$ cat src/hdl/wdb_pkg.sv
// Shared types and constants for the watchdog bank.
package wdb_pkg;

  localparam int unsigned DEFAULT_COUNT_RESET = 100;
  localparam int unsigned MAX_NOTICES = 16;
  localparam int unsigned NCNT_W = 5;

  typedef enum logic [1:0] {
    OP_REGISTER = 2'd0,
    OP_FEED     = 2'd1,
    OP_QUERY    = 2'd2,
    OP_TICK     = 2'd3
  } op_t;

  typedef enum logic [1:0] {
    KIND_ASSIGNED = 2'd0,
    KIND_FULL     = 2'd1,
    KIND_ONLINE   = 2'd2,
    KIND_EXPIRED  = 2'd3
  } kind_t;

  typedef enum logic [2:0] {
    ST_IDLE,
    ST_EXEC,
    ST_FEED_WR,
    ST_QUERY_RES,
    ST_TICK,
    ST_TICK_END
  } state_t;

  typedef struct packed {
    logic [15:0] count;
    logic [15:0] reload;
    logic [7:0]  owner;
    logic        notify;
  } entry_t;

  typedef struct packed {
    logic [1:0]  op;
    logic [3:0]  slot;
    logic [7:0]  owner_tag;
    logic [15:0] reload_value;
    logic [15:0] start_value;
    logic        notify;
  } item_t;

  typedef struct packed {
    logic        valid;
    kind_t       kind;
    logic [3:0]  slot_out;
    logic [7:0]  owner_out;
    logic        online;
    logic        last;
  } result_t;

endpackage

$ cat src/hdl/wdb_slot_mem.sv
// Single-port-per-direction slot memory with registered read data.
module wdb_slot_mem #(
  parameter int unsigned DEPTH = 16,
  parameter int unsigned AW    = 4
) (
  input  logic            clk,
  input  logic [AW-1:0]   rd_addr,
  output wdb_pkg::entry_t rd_data,
  input  logic            wr_en,
  input  logic [AW-1:0]   wr_addr,
  input  wdb_pkg::entry_t wr_data
);

  wdb_pkg::entry_t mem [DEPTH];
  wdb_pkg::entry_t rd_data_r;

  always_ff @(posedge clk) begin
    if (wr_en) begin
      mem[wr_addr] <= wr_data;
    end
  end

  always_ff @(posedge clk) begin
    rd_data_r <= mem[rd_addr];
  end

  assign rd_data = rd_data_r;

endmodule

$ cat src/hdl/wdb_ctrl.sv
// Operation sequencer: decodes items and walks the slot memory on a tick.
module wdb_ctrl #(
  parameter int unsigned SLOTS = 16,
  parameter int unsigned IDX_W = 4,
  parameter int unsigned CNT_W = 5
) (
  input  logic             clk,
  input  logic             rst_n,
  input  logic             in_valid,
  output logic             in_ready,
  input  wdb_pkg::item_t   in_item,
  input  logic [15:0]      default_count,
  input  logic             out_free,
  output wdb_pkg::result_t push,
  output logic [IDX_W-1:0] rd_addr,
  input  wdb_pkg::entry_t  rd_data,
  output logic             wr_en,
  output logic [IDX_W-1:0] wr_addr,
  output wdb_pkg::entry_t  wr_data
);

  localparam int unsigned CMP_W = (CNT_W > 4) ? CNT_W : 4;

  wdb_pkg::state_t state_r, state_nxt;
  wdb_pkg::item_t  item_r;
  logic [CNT_W-1:0]  used_r, used_nxt;
  logic [IDX_W-1:0]  idx_r, idx_nxt;
  logic [wdb_pkg::NCNT_W-1:0] ncount_r, ncount_nxt;
  logic              pend_valid_r, pend_valid_nxt;
  logic [IDX_W-1:0]  pend_slot_r, pend_slot_nxt;
  logic [7:0]        pend_owner_r, pend_owner_nxt;

  logic [CMP_W-1:0]  slot_ext;
  logic [IDX_W-1:0]  slot_idx;
  logic              slot_ok;
  logic              last_slot;
  logic              want;
  logic              stall;
  logic [CMP_W-1:0]  used_ext;
  logic [CMP_W-1:0]  pend_ext;

  assign slot_ext  = CMP_W'(item_r.slot);
  assign slot_idx  = slot_ext[IDX_W-1:0];
  assign slot_ok   = slot_ext < CMP_W'(used_r);
  assign used_ext  = CMP_W'(used_r);
  assign pend_ext  = CMP_W'(pend_slot_r);
  assign last_slot = (CNT_W'(idx_r) + CNT_W'(1)) == used_r;
  assign want      = (rd_data.count == 16'd0) && rd_data.notify &&
                     (ncount_r < wdb_pkg::NCNT_W'(wdb_pkg::MAX_NOTICES));
  // A new notice can only be parked once the one already parked has left.
  assign stall     = want && pend_valid_r && !out_free;
  assign in_ready  = (state_r == wdb_pkg::ST_IDLE);

  always_ff @(posedge clk) begin
    if (!rst_n) begin
      state_r      <= wdb_pkg::ST_IDLE;
      used_r       <= '0;
      pend_valid_r <= 1'b0;
    end else begin
      state_r      <= state_nxt;
      used_r       <= used_nxt;
      pend_valid_r <= pend_valid_nxt;
    end
  end

  always_ff @(posedge clk) begin
    if (in_valid && in_ready) begin
      item_r <= in_item;
    end
    idx_r        <= idx_nxt;
    ncount_r     <= ncount_nxt;
    pend_slot_r  <= pend_slot_nxt;
    pend_owner_r <= pend_owner_nxt;
  end

  always_comb begin
    state_nxt      = state_r;
    used_nxt       = used_r;
    idx_nxt        = idx_r;
    ncount_nxt     = ncount_r;
    pend_valid_nxt = pend_valid_r;
    pend_slot_nxt  = pend_slot_r;
    pend_owner_nxt = pend_owner_r;
    rd_addr        = slot_idx;
    wr_en          = 1'b0;
    wr_addr        = slot_idx;
    wr_data        = rd_data;
    push           = '0;
    push.kind      = wdb_pkg::KIND_ASSIGNED;
    push.last      = 1'b1;

    case (state_r)
      wdb_pkg::ST_IDLE: begin
        if (in_valid) begin
          state_nxt = wdb_pkg::ST_EXEC;
        end
      end

      wdb_pkg::ST_EXEC: begin
        case (wdb_pkg::op_t'(item_r.op))
          wdb_pkg::OP_REGISTER: begin
            if (out_free) begin
              push.valid = 1'b1;
              state_nxt  = wdb_pkg::ST_IDLE;
              if (used_r == CNT_W'(SLOTS)) begin
                push.kind = wdb_pkg::KIND_FULL;
              end else begin
                push.kind      = wdb_pkg::KIND_ASSIGNED;
                push.slot_out  = used_ext[3:0];
                wr_en          = 1'b1;
                wr_addr        = used_r[IDX_W-1:0];
                wr_data.count  = (item_r.start_value == 16'd0) ? default_count
                                                                : item_r.start_value;
                wr_data.reload = (item_r.reload_value == 16'd0) ? default_count
                                                                 : item_r.reload_value;
                wr_data.owner  = item_r.owner_tag;
                wr_data.notify = item_r.notify;
                used_nxt       = used_r + CNT_W'(1);
              end
            end
          end
          wdb_pkg::OP_FEED: begin
            state_nxt = slot_ok ? wdb_pkg::ST_FEED_WR : wdb_pkg::ST_IDLE;
          end
          wdb_pkg::OP_QUERY: begin
            if (slot_ok) begin
              state_nxt = wdb_pkg::ST_QUERY_RES;
            end else if (out_free) begin
              // Slots never registered are reported offline without a memory read.
              push.valid    = 1'b1;
              push.kind     = wdb_pkg::KIND_ONLINE;
              push.slot_out = item_r.slot;
              state_nxt     = wdb_pkg::ST_IDLE;
            end
          end
          wdb_pkg::OP_TICK: begin
            rd_addr        = '0;
            idx_nxt        = '0;
            ncount_nxt     = '0;
            pend_valid_nxt = 1'b0;
            state_nxt      = (used_r == '0) ? wdb_pkg::ST_IDLE : wdb_pkg::ST_TICK;
          end
          default: begin
            state_nxt = wdb_pkg::ST_IDLE;
          end
        endcase
      end

      wdb_pkg::ST_FEED_WR: begin
        wr_en         = 1'b1;
        wr_data.count = rd_data.reload;
        state_nxt     = wdb_pkg::ST_IDLE;
      end

      wdb_pkg::ST_QUERY_RES: begin
        if (out_free) begin
          push.valid    = 1'b1;
          push.kind     = wdb_pkg::KIND_ONLINE;
          push.slot_out = item_r.slot;
          push.online   = (rd_data.count != 16'd0);
          state_nxt     = wdb_pkg::ST_IDLE;
        end
      end

      wdb_pkg::ST_TICK: begin
        wr_addr = idx_r;
        if (stall) begin
          rd_addr = idx_r;
        end else begin
          if (rd_data.count != 16'd0) begin
            wr_en         = 1'b1;
            wr_data.count = rd_data.count - 16'd1;
          end
          if (want) begin
            if (pend_valid_r) begin
              push.valid     = 1'b1;
              push.kind      = wdb_pkg::KIND_EXPIRED;
              push.slot_out  = pend_ext[3:0];
              push.owner_out = pend_owner_r;
              push.last      = 1'b0;
            end
            pend_valid_nxt = 1'b1;
            pend_slot_nxt  = idx_r;
            pend_owner_nxt = rd_data.owner;
            ncount_nxt     = ncount_r + wdb_pkg::NCNT_W'(1);
          end
          if (last_slot) begin
            rd_addr   = idx_r;
            state_nxt = wdb_pkg::ST_TICK_END;
          end else begin
            idx_nxt = idx_r + IDX_W'(1);
            rd_addr = idx_r + IDX_W'(1);
          end
        end
      end

      wdb_pkg::ST_TICK_END: begin
        if (!pend_valid_r) begin
          state_nxt = wdb_pkg::ST_IDLE;
        end else if (out_free) begin
          push.valid     = 1'b1;
          push.kind      = wdb_pkg::KIND_EXPIRED;
          push.slot_out  = pend_ext[3:0];
          push.owner_out = pend_owner_r;
          push.last      = 1'b1;
          pend_valid_nxt = 1'b0;
          state_nxt      = wdb_pkg::ST_IDLE;
        end
      end

      default: begin
        state_nxt = wdb_pkg::ST_IDLE;
      end
    endcase
  end

endmodule

$ cat src/hdl/multi_channel_watchdog_bank.sv
// Watchdog bank top level: stream ports, default count register, result register.
//
// A bank of SLOTS watchdog counters kept in one slot memory with a registered
// read. A tick walks the registered slots through the memory one slot per
// cycle, pausing while an expired notice waits on a stalled result port.
// Each expired notice is held back until the next one is found, so that the
// final one can carry tlast. The next item is accepted while the last result
// still sits in the output register.
module multi_channel_watchdog_bank #(
  parameter int unsigned SLOTS = 16
) (
  input  logic        clk,
  input  logic        rst_n,
  input  logic        cfg_we,
  input  logic [15:0] cfg_wdata,      // default_count
  input  logic        in_tvalid,
  output logic        in_tready,
  input  logic [47:0] in_tdata,       // slot, owner_tag, reload_value, start_value, notify
  input  logic [1:0]  in_tuser,       // op
  output logic        out_tvalid,
  input  logic        out_tready,
  output logic [15:0] out_tdata,      // slot_out, owner_out, online
  output logic [1:0]  out_tuser,      // kind
  output logic        out_tlast
);

  localparam int unsigned IDX_W = (SLOTS > 1) ? $clog2(SLOTS) : 1;
  localparam int unsigned CNT_W = $clog2(SLOTS + 1);

  logic [15:0]       default_count_r;
  logic              out_valid_r, out_valid_nxt;
  wdb_pkg::result_t  out_r;
  wdb_pkg::result_t  push;
  wdb_pkg::item_t    in_item;
  logic              out_free;
  logic [IDX_W-1:0]  rd_addr;
  logic [IDX_W-1:0]  wr_addr;
  logic              wr_en;
  wdb_pkg::entry_t   rd_data;
  wdb_pkg::entry_t   wr_data;

  assign in_item.op           = in_tuser;
  assign in_item.slot         = in_tdata[3:0];
  assign in_item.owner_tag    = in_tdata[11:4];
  assign in_item.reload_value = in_tdata[27:12];
  assign in_item.start_value  = in_tdata[43:28];
  assign in_item.notify       = in_tdata[44];

  always_ff @(posedge clk) begin
    if (!rst_n) begin
      default_count_r <= 16'(wdb_pkg::DEFAULT_COUNT_RESET);
    end else if (cfg_we) begin
      default_count_r <= cfg_wdata;
    end
  end

  assign out_free      = !out_valid_r || out_tready;
  assign out_valid_nxt = push.valid ? 1'b1 : (out_tready ? 1'b0 : out_valid_r);

  always_ff @(posedge clk) begin
    if (!rst_n) begin
      out_valid_r <= 1'b0;
    end else begin
      out_valid_r <= out_valid_nxt;
    end
  end

  always_ff @(posedge clk) begin
    if (push.valid) begin
      out_r <= push;
    end
  end

  assign out_tvalid = out_valid_r;
  assign out_tdata  = {3'b000, out_r.online, out_r.owner_out, out_r.slot_out};
  assign out_tuser  = out_r.kind;
  assign out_tlast  = out_r.last;

  wdb_ctrl #(
    .SLOTS (SLOTS),
    .IDX_W (IDX_W),
    .CNT_W (CNT_W)
  ) u_ctrl (
    .clk           (clk),
    .rst_n         (rst_n),
    .in_valid      (in_tvalid),
    .in_ready      (in_tready),
    .in_item       (in_item),
    .default_count (default_count_r),
    .out_free      (out_free),
    .push          (push),
    .rd_addr       (rd_addr),
    .rd_data       (rd_data),
    .wr_en         (wr_en),
    .wr_addr       (wr_addr),
    .wr_data       (wr_data)
  );

  wdb_slot_mem #(
    .DEPTH (SLOTS),
    .AW    (IDX_W)
  ) u_mem (
    .clk     (clk),
    .rd_addr (rd_addr),
    .rd_data (rd_data),
    .wr_en   (wr_en),
    .wr_addr (wr_addr),
    .wr_data (wr_data)
  );

endmodule

$ cat config.mk
export PLATFORM = sky130hd
export DESIGN_NAME = multi_channel_watchdog_bank
export DESIGN_NICKNAME = d
export VERILOG_FILES = /design/src/hdl/wdb_pkg.sv /design/src/hdl/wdb_slot_mem.sv /design/src/hdl/wdb_ctrl.sv /design/src/hdl/multi_channel_watchdog_bank.sv
export SDC_FILE = /design/constraint.sdc
export NUM_CORES = 1
export LEC_CHECK = 0
export BUFFER_PORTS_ARGS = -buffer_cell sky130_fd_sc_hd__buf_2
export CAP_MARGIN = 10
export CORE_MARGIN = 4
export CORE_UTILIZATION = 55
export DETAILED_ROUTE_END_ITERATION = 10
export PLACE_DENSITY = 0.72
export SLEW_MARGIN = 20
export SYNTH_ARGS = -nofsm -noshare
export SYNTH_HDL_FRONTEND = slang
export SYNTH_SLANG_ARGS = --single-unit
$ cat constraint.sdc
create_clock -name clk -period 12.6 [get_ports clk]
set_input_delay 1.26 -clock clk [delete_from_list [all_inputs] [get_ports clk]]
set_output_delay 1.26 -clock clk [all_outputs]
set_load 0.05 [all_outputs]
Word level (Yosys, flattened, before mapping)
Memory sizes are Yosys's and may differ from the RTL's. A register that Yosys moved wholly into a read port is not among the register bits.
Index checks and enable logic that the tools add are counted.
{ "op_classes": {"n_eq_ne": 15, "n_reduce_logical": 26, "n_bitwise": 4, "mux": 63, "magnitude_cmp": 2, "add_sub_neg": 5} }
{ "op_table": {"columns": ["op", "count"], "rows": [
  ["2-to-1 mux 41 bit", 3],
  ["2-to-1 mux 15 bit", 5],
  ["2-to-1 mux 16 bit", 4],
  ["logical NOT 16 bit", 3],
  ["one-hot mux 16 bit (3 select lines)", 1],
  ["2-to-1 mux 4 bit", 8],
  ["one-hot mux 7 bit (4 select lines)", 1],
  ["2-to-1 mux 25 bit", 1],
  ["one-hot mux 4 bit (2 select lines)", 3],
  ["2-to-1 mux 3 bit", 7],
  ["2-to-1 mux 7 bit", 3],
  ["2-to-1 mux 1 bit", 16],
  ["one-hot mux 8 bit (2 select lines)", 1],
  ["nonzero test 16 bit", 1],
  ["subtractor 16 x 1 -> 16 bit (second input constant)", 1],
  ["2-to-1 mux 5 bit", 3],
  ["one-hot mux 3 bit (5 select lines)", 1],
  ["one-hot mux 7 bit (2 select lines)", 1],
  ["one-hot mux 3 bit (4 select lines)", 1],
  ["AND reduction 4 bit", 3],
  ["adder 5 x 1 -> 5 bit (second input constant)", 2],
  ["one-hot mux 5 bit (2 select lines)", 1],
  ["equality test 3 x 2 -> 1 bit (second input constant)", 2],
  ["equality test 3 bit (second input constant)", 2],
  ["other kinds (25)", 41]
]} }
{ "totals": {"n_memories": 1, "ram_bits": 656, "out_inout_bits": 21, "regBits": 110} }
{ "memory_table": {"columns": ["name", "words", "width", "rd", "rd_clocked_by_memory_dff", "wr", "line_no", "rtl"], "rows": [
  ["u_mem.mem", 16, 41, 1, 1, 1, "wdb_slot_mem.sv:14", "wdb_pkg::entry_t mem [DEPTH];"]
]} }

Longest topological paths before layout
{ "depth": {"depth_word": 9, "ltp_mapped": 13, "ltp_nobuf": 11} }

By module
A second synthesis with hierarchy kept.
{ "unflattened": {"hier_cells": 1615, "area_unflattened_um2": 31096.1} }
{ "modules_own_cells": {"columns": ["module", "n_inst", "seq_area_each_um2", "area_per_inst_um2", "cells_each"], "rows": [
  ["wdb_slot_mem", 1, 20519.7, 25369.3, 1066],
  ["wdb_ctrl", 1, 2222.1, 4574.4, 474],
  ["multi_channel_watchdog_bank", 1, 820.8, 1152.4, 75]
]} }

Least setup slack after synthesis
No wires, ideal clock.
{ "synth_timing": {"path_type": "input to register", "from": "in out_tready", "to": "mem u_mem.mem[8][0] (netlist name), enable pin", "required_time_ns": 12.160, "path_slack_ns": 7.292, "stages": 11, "setup_time_ns": 0.440, "path_buffers": 3, "t_arrival_ns": 4.869, "path_cell_list": "nor2b_1 -> clkbuf_1 -> nor3_1 -> and2_1 -> clkbuf_1 -> nor2b_1 -> clkbuf_1 -> nor2_1 -> a221o_1 -> or2_1 -> nor2_1"} }
{ "synth_between": {"elab_chain_len": 7, "elab_cells_between_ends": 12, "classes_between": "9 x mux; 3 x reduce/logical"} }
{ "synth_rtl": {"columns": ["item", "line_no", "rtl"], "rows": [
  ["start, declared", "multi_channel_watchdog_bank.sv:21", "input logic out_tready,"],
  ["logical OR 1 bit *", "multi_channel_watchdog_bank.sv:57", "assign out_free = !out_valid_r || out_tready;"],
  ["logical NOT 1 bit", "wdb_ctrl.sv:51", "assign stall = want && pend_valid_r && !out_free;"],
  ["logical AND 1 bit", "wdb_ctrl.sv:51", null],
  ["2-to-1 mux 1 bit", "wdb_ctrl.sv:167", "if (stall) begin"],
  ["one-hot mux 1 bit (3 select lines)", "wdb_ctrl.sv:92", "case (state_r)"],
  ["2-to-1 mux 1 bit", "wdb_slot_mem.sv:18", "if (wr_en) begin"],
  ["2-to-1 mux 1 bit (implied by the code)", "wdb_slot_mem.sv:19", "mem[wr_addr] <= wr_data;"],
  ["end, declared", "wdb_slot_mem.sv:14", null]
]} }
Mark *: on every way between the ends. The rest lies on a longest branch, timed or not.

Worst setup path after layout
{ "layout_timing": {"from": "reg, netlist name u_mem.rd_data[32]", "to": "reg, netlist name u_mem.rd_data[37]"} }
{ "layout_between": {"elab_chain_len": 7} }
{ "layout_rtl": {"columns": ["item", "line_no", "rtl"], "rows": [
  ["logical NOT 16 bit", "wdb_ctrl.sv:48", "assign want = (rd_data.count == 16'd0) && rd_data.notify &&"],
  ["logical AND 1 bit (2 in a row)", "wdb_ctrl.sv:48", null],
  ["logical AND 1 bit (2 in a row)", "wdb_ctrl.sv:51", null],
  ["2-to-1 mux 4 bit", "wdb_ctrl.sv:167", null],
  ["one-hot mux 4 bit (2 select lines)", "wdb_ctrl.sv:92", null]
]} }
Every way passes these cells.
A chain may end at the register's enable or synchronous reset.

==> results.md <==
- Outcome: completed
- Clock Power Share: 0.386
- Core ar.: 58,000 um^2
- Antenna-violating nets left: 0
- Clock tree sinks: 807
- RSZ-0062 raised after global routing: no
- Total power: 0.00611 W
- Max_slew headroom: 0.242
- Die Span Y: 251 um
- Vias per cell: 6.22
- Synth warn: 0
- H-tree depth: 3
- Skew-Pair Late Insertion Delay: 0.62 ns
- Internal: 0.00467 W
- # Max-Cap Violations: 0
- Worst EP required: 13.08 ns
- Fraction of layout cells with a size suffix above 1: 0.116
- First-pass GRT wire length: 121 mm
- Seq pwr share: 0.519
- I/O Buffers: 85
- Die W: 251 um
- Gr usage total: 0.252
- CTS max path bufs: 3
- Worst reg2reg setup slack: 7.42 ns
- Post-layout min period: 5.18 ns
- Critical Path Source: u_mem.rd_data[32]$_DFF_P_
- Combinational share of power: 0.095
- Post-CTS setup buffers: 0
- Setup Skew: 0.0225 ns
- Hold Path Class: register to register
- Fmax: 193 MHz
- Post-Syn Instances: 2,366
- Synthesis-stage register bit count: 807
- Hold path startpoint: u_mem.rd_data[2]$_DFF_P_
- FF-to-FF End: u_mem.rd_data[37]$_DFF_P_
- Kind of critical path: register to register
- Mapped Area: 32,400 um^2
- Post-CTS Hold Fix Bufs: 0
- Number of core rows: 88
- Root Buffer: clkbuf_16
- Cell variety after synth: 59
- Wire per inst: 24.7 um
- Initial Util: 0.558
- Final nets: 2,521
- # DRC: 0
- Hold path endpoint: u_ctrl.pend_owner_r[1]$_DFFE_PP_
- Post_cts resized: 0
- Psw: 0.00144 W
- Largest net degree at the start of global routing: 143
- Syn-to-layout area delta: 12.0%
- Syn Area/Cell: 13.7 um^2
- FF-to-FF Start: u_mem.rd_data[32]$_DFF_P_
- Final setup fails: 0
- CTS Buf Count: 80
- Slew Limit Fails: 0
- ANT cells: 0
- Final wirelength: 81.0 mm
- Post-DP HPWL: 43.0 mm
- I/O pins: 92
- Post-synth EDFFs: 740
- Critical path capture point type: register
- Pwr/cell area: 169 nW/um^2
- Worst R2R Path Depth: 11
- Final Hold Vio Count: 0
- Switching Fraction: 0.235
- Maximum vdd drop: 0.000129 V
- Initial antenna violation count: 1
- Vias in the first global route: 19,700
- TNS Setup: 0 ns
- Slew @ Worst Pin: 1.14 ns
- DR vias: 20,400
- Hold depth: 0
- Leak Pwr: 13.0 nW
- Final Core Density: 0.625
- Clk slew on worst S/H paths: 0.06 ns
- Startpoint Class: register
- CTS tree: yes
- Ys flop type: edfxtp_1
- 1st-iter DRT viols: 2,419
- WP data arrival: 5.66 ns
- Critical path peak fanout: 142
- Die area: 62,800 um^2
- Ys async rst share: 0
- RePlAce Congestion: 0.874
- Fin crit share: 0.411
- Grt ovf: 0
- Sequential share of the synthesized area: 0.728
- TritonRoute pass-1 iters: 6
[worst max-delay path by stage]
stage / end / slack (ns) / depth (start not counted)
CTS: u_mem.rd_data[37]$_DFF_P_ / 7.35 / 12
global route: u_mem.rd_data[37]$_DFF_P_ / 7.04 / 12
detailed placement: u_mem.rd_data[37]$_DFF_P_ / 7.03 / 12
floorplan: u_mem.mem[8][0]$_DFFE_PP_ / 7.29 / 11
global placement: u_mem.rd_data[37]$_DFF_P_ / 7.09 / 12
finish: u_mem.rd_data[37]$_DFF_P_ / 7.42 / 11
[synthesized netlist by cell type (43+ instances only)]
library cell | number | area share
nand2_1 | 566 | 0.066
a221o_1 | 45 | 0.014
and3_1 | 86 | 0.017
dfxtp_1 | 67 | 0.041
nor2_1 | 67 | 0.0078
mux2i_1 | 141 | 0.044
o21ai_0 | 43 | 0.0066
a31oi_1 | 88 | 0.017
edfxtp_1 | 740 | 0.69
a21oi_1 | 54 | 0.0083
nand3_1 | 93 | 0.014
clkbuf_1 | 88 | 0.010
[critical path, cell delays in order, from the launching register on]
cell      delay, ns
dfxtp_1        0.41
or4_4          0.60
and4bb_2       0.43
and3_4         0.25
a22oi_1        0.16
nand2_8        0.57
buf_12         0.61
buf_4          0.86
mux2i_1        0.27
mux2i_1        0.12
a32o_1         0.26
a221o_1        0.33
[cell type report]
| class | count | area, um^2 |
|---|---|---|
| inverters | 10 | 37.5 |
| well taps | 765 | 957 |
| flip-flops and latches | 807 | 23600 |
| clock inverters | 28 | 248 |
| repair buffers | 140 | 851 |
| clock buffers | 120 | 2370 |
| multi-input cells | 1402 | 8220 |
| fillers | 4136 | 21800 |
[per-layer routing]
metal  wire length [um]  part of all wire  track usage
met4               2810             0.035       0.0989
met3               8100              0.10       0.0462
met1              31900              0.39        0.353
met5                  0                 0            0
met2              38200              0.47        0.398
[flip-flops by register name, summed over array words and instances (netlist names)]
| register | count |
|---|---|
| default_count_r | 16 |
| out_tlast | 1 |
| out_tuser | 2 |
| u_ctrl.pend_owner_r | 8 |
| u_ctrl.slot_idx | 4 |
| out_tdata | 13 |
| u_ctrl.idx_r | 4 |
| u_ctrl.state_r | 3 |
| u_ctrl.item_r | 43 |
| out_tvalid | 1 |
| u_mem.mem | 656 |
| u_mem.rd_data | 41 |
| u_ctrl.ncount_r | 5 |
| u_ctrl.pend_valid_r | 1 |
| u_ctrl.used_ext | 5 |
| u_ctrl.pend_slot_r | 4 |
[cell families (layout without fill, tap and decap cells)]
group                    Yosys count  in the layout  synth area share
adder cells (fa/ha/maj)            9              9           0.00348
multiplexers                     141            141            0.0436
XOR/XNOR                          16             16           0.00433
flip-flops                       807            807             0.728
AO/OA/AOI/OAI                    325            325            0.0725
buffers and inverters            159            298            0.0244
other                              1              3          0.000116
AND/OR/NAND/NOR                  908            908             0.124
[power groups by stage]
stage	Clock [W]	Combinational, W	Sequential, W
after floorplan	0	0.000373	0.00321
after global placement	0	0.000545	0.00322
after detailed placement	0	0.000569	0.00323
after CTS	0.00239	0.000573	0.00317
after global routing	0.00249	0.000631	0.00318
final	0.00236	0.000583	0.00317
[metrics by stage]
step / std cells / setup WS (ns) / hold WS, ns / instance area, um^2
floorplan: 2368 / 7.29 / 0.408 / 32400
global placement: 3122 / 7.09 / 0.424 / 33600
detailed placement: 3122 / 7.03 / 0.418 / 33600
CTS: 3270 / 7.35 / 0.432 / 36200
global route: 3272 / 7.04 / 0.438 / 36200
finish: 3272 / 7.42 / 0.433 / 36200
[cells in the final DEF (no fill, tap or decap), types with 9 or more instances in the layout]
master	netlist	final
a21oi_1	54	53
a221o_1	45	45
a221oi_1	9	9
a22oi_1	11	11
a31oi_1	88	88
a32o_1	41	41
and2_1	18	16
and3_1	86	86
buf_2	41	85
buf_4	7	52
clkbuf_1	88	24
clkbuf_16	0	85
clkbuf_8	0	11
clkinv_2	0	13
dfxtp_1	67	67
edfxtp_1	740	740
ha_1	9	9
inv_1	10	10
mux2i_1	141	141
nand2_1	566	566
nand2b_1	13	12
nand3_1	93	93
nor2_1	67	47
nor2_4	0	20
nor2b_1	20	20
nor3_1	9	9
nor4_1	11	11
o21ai_0	43	42
xnor2_1	12	12
Power figures use the tool's default switching activity.
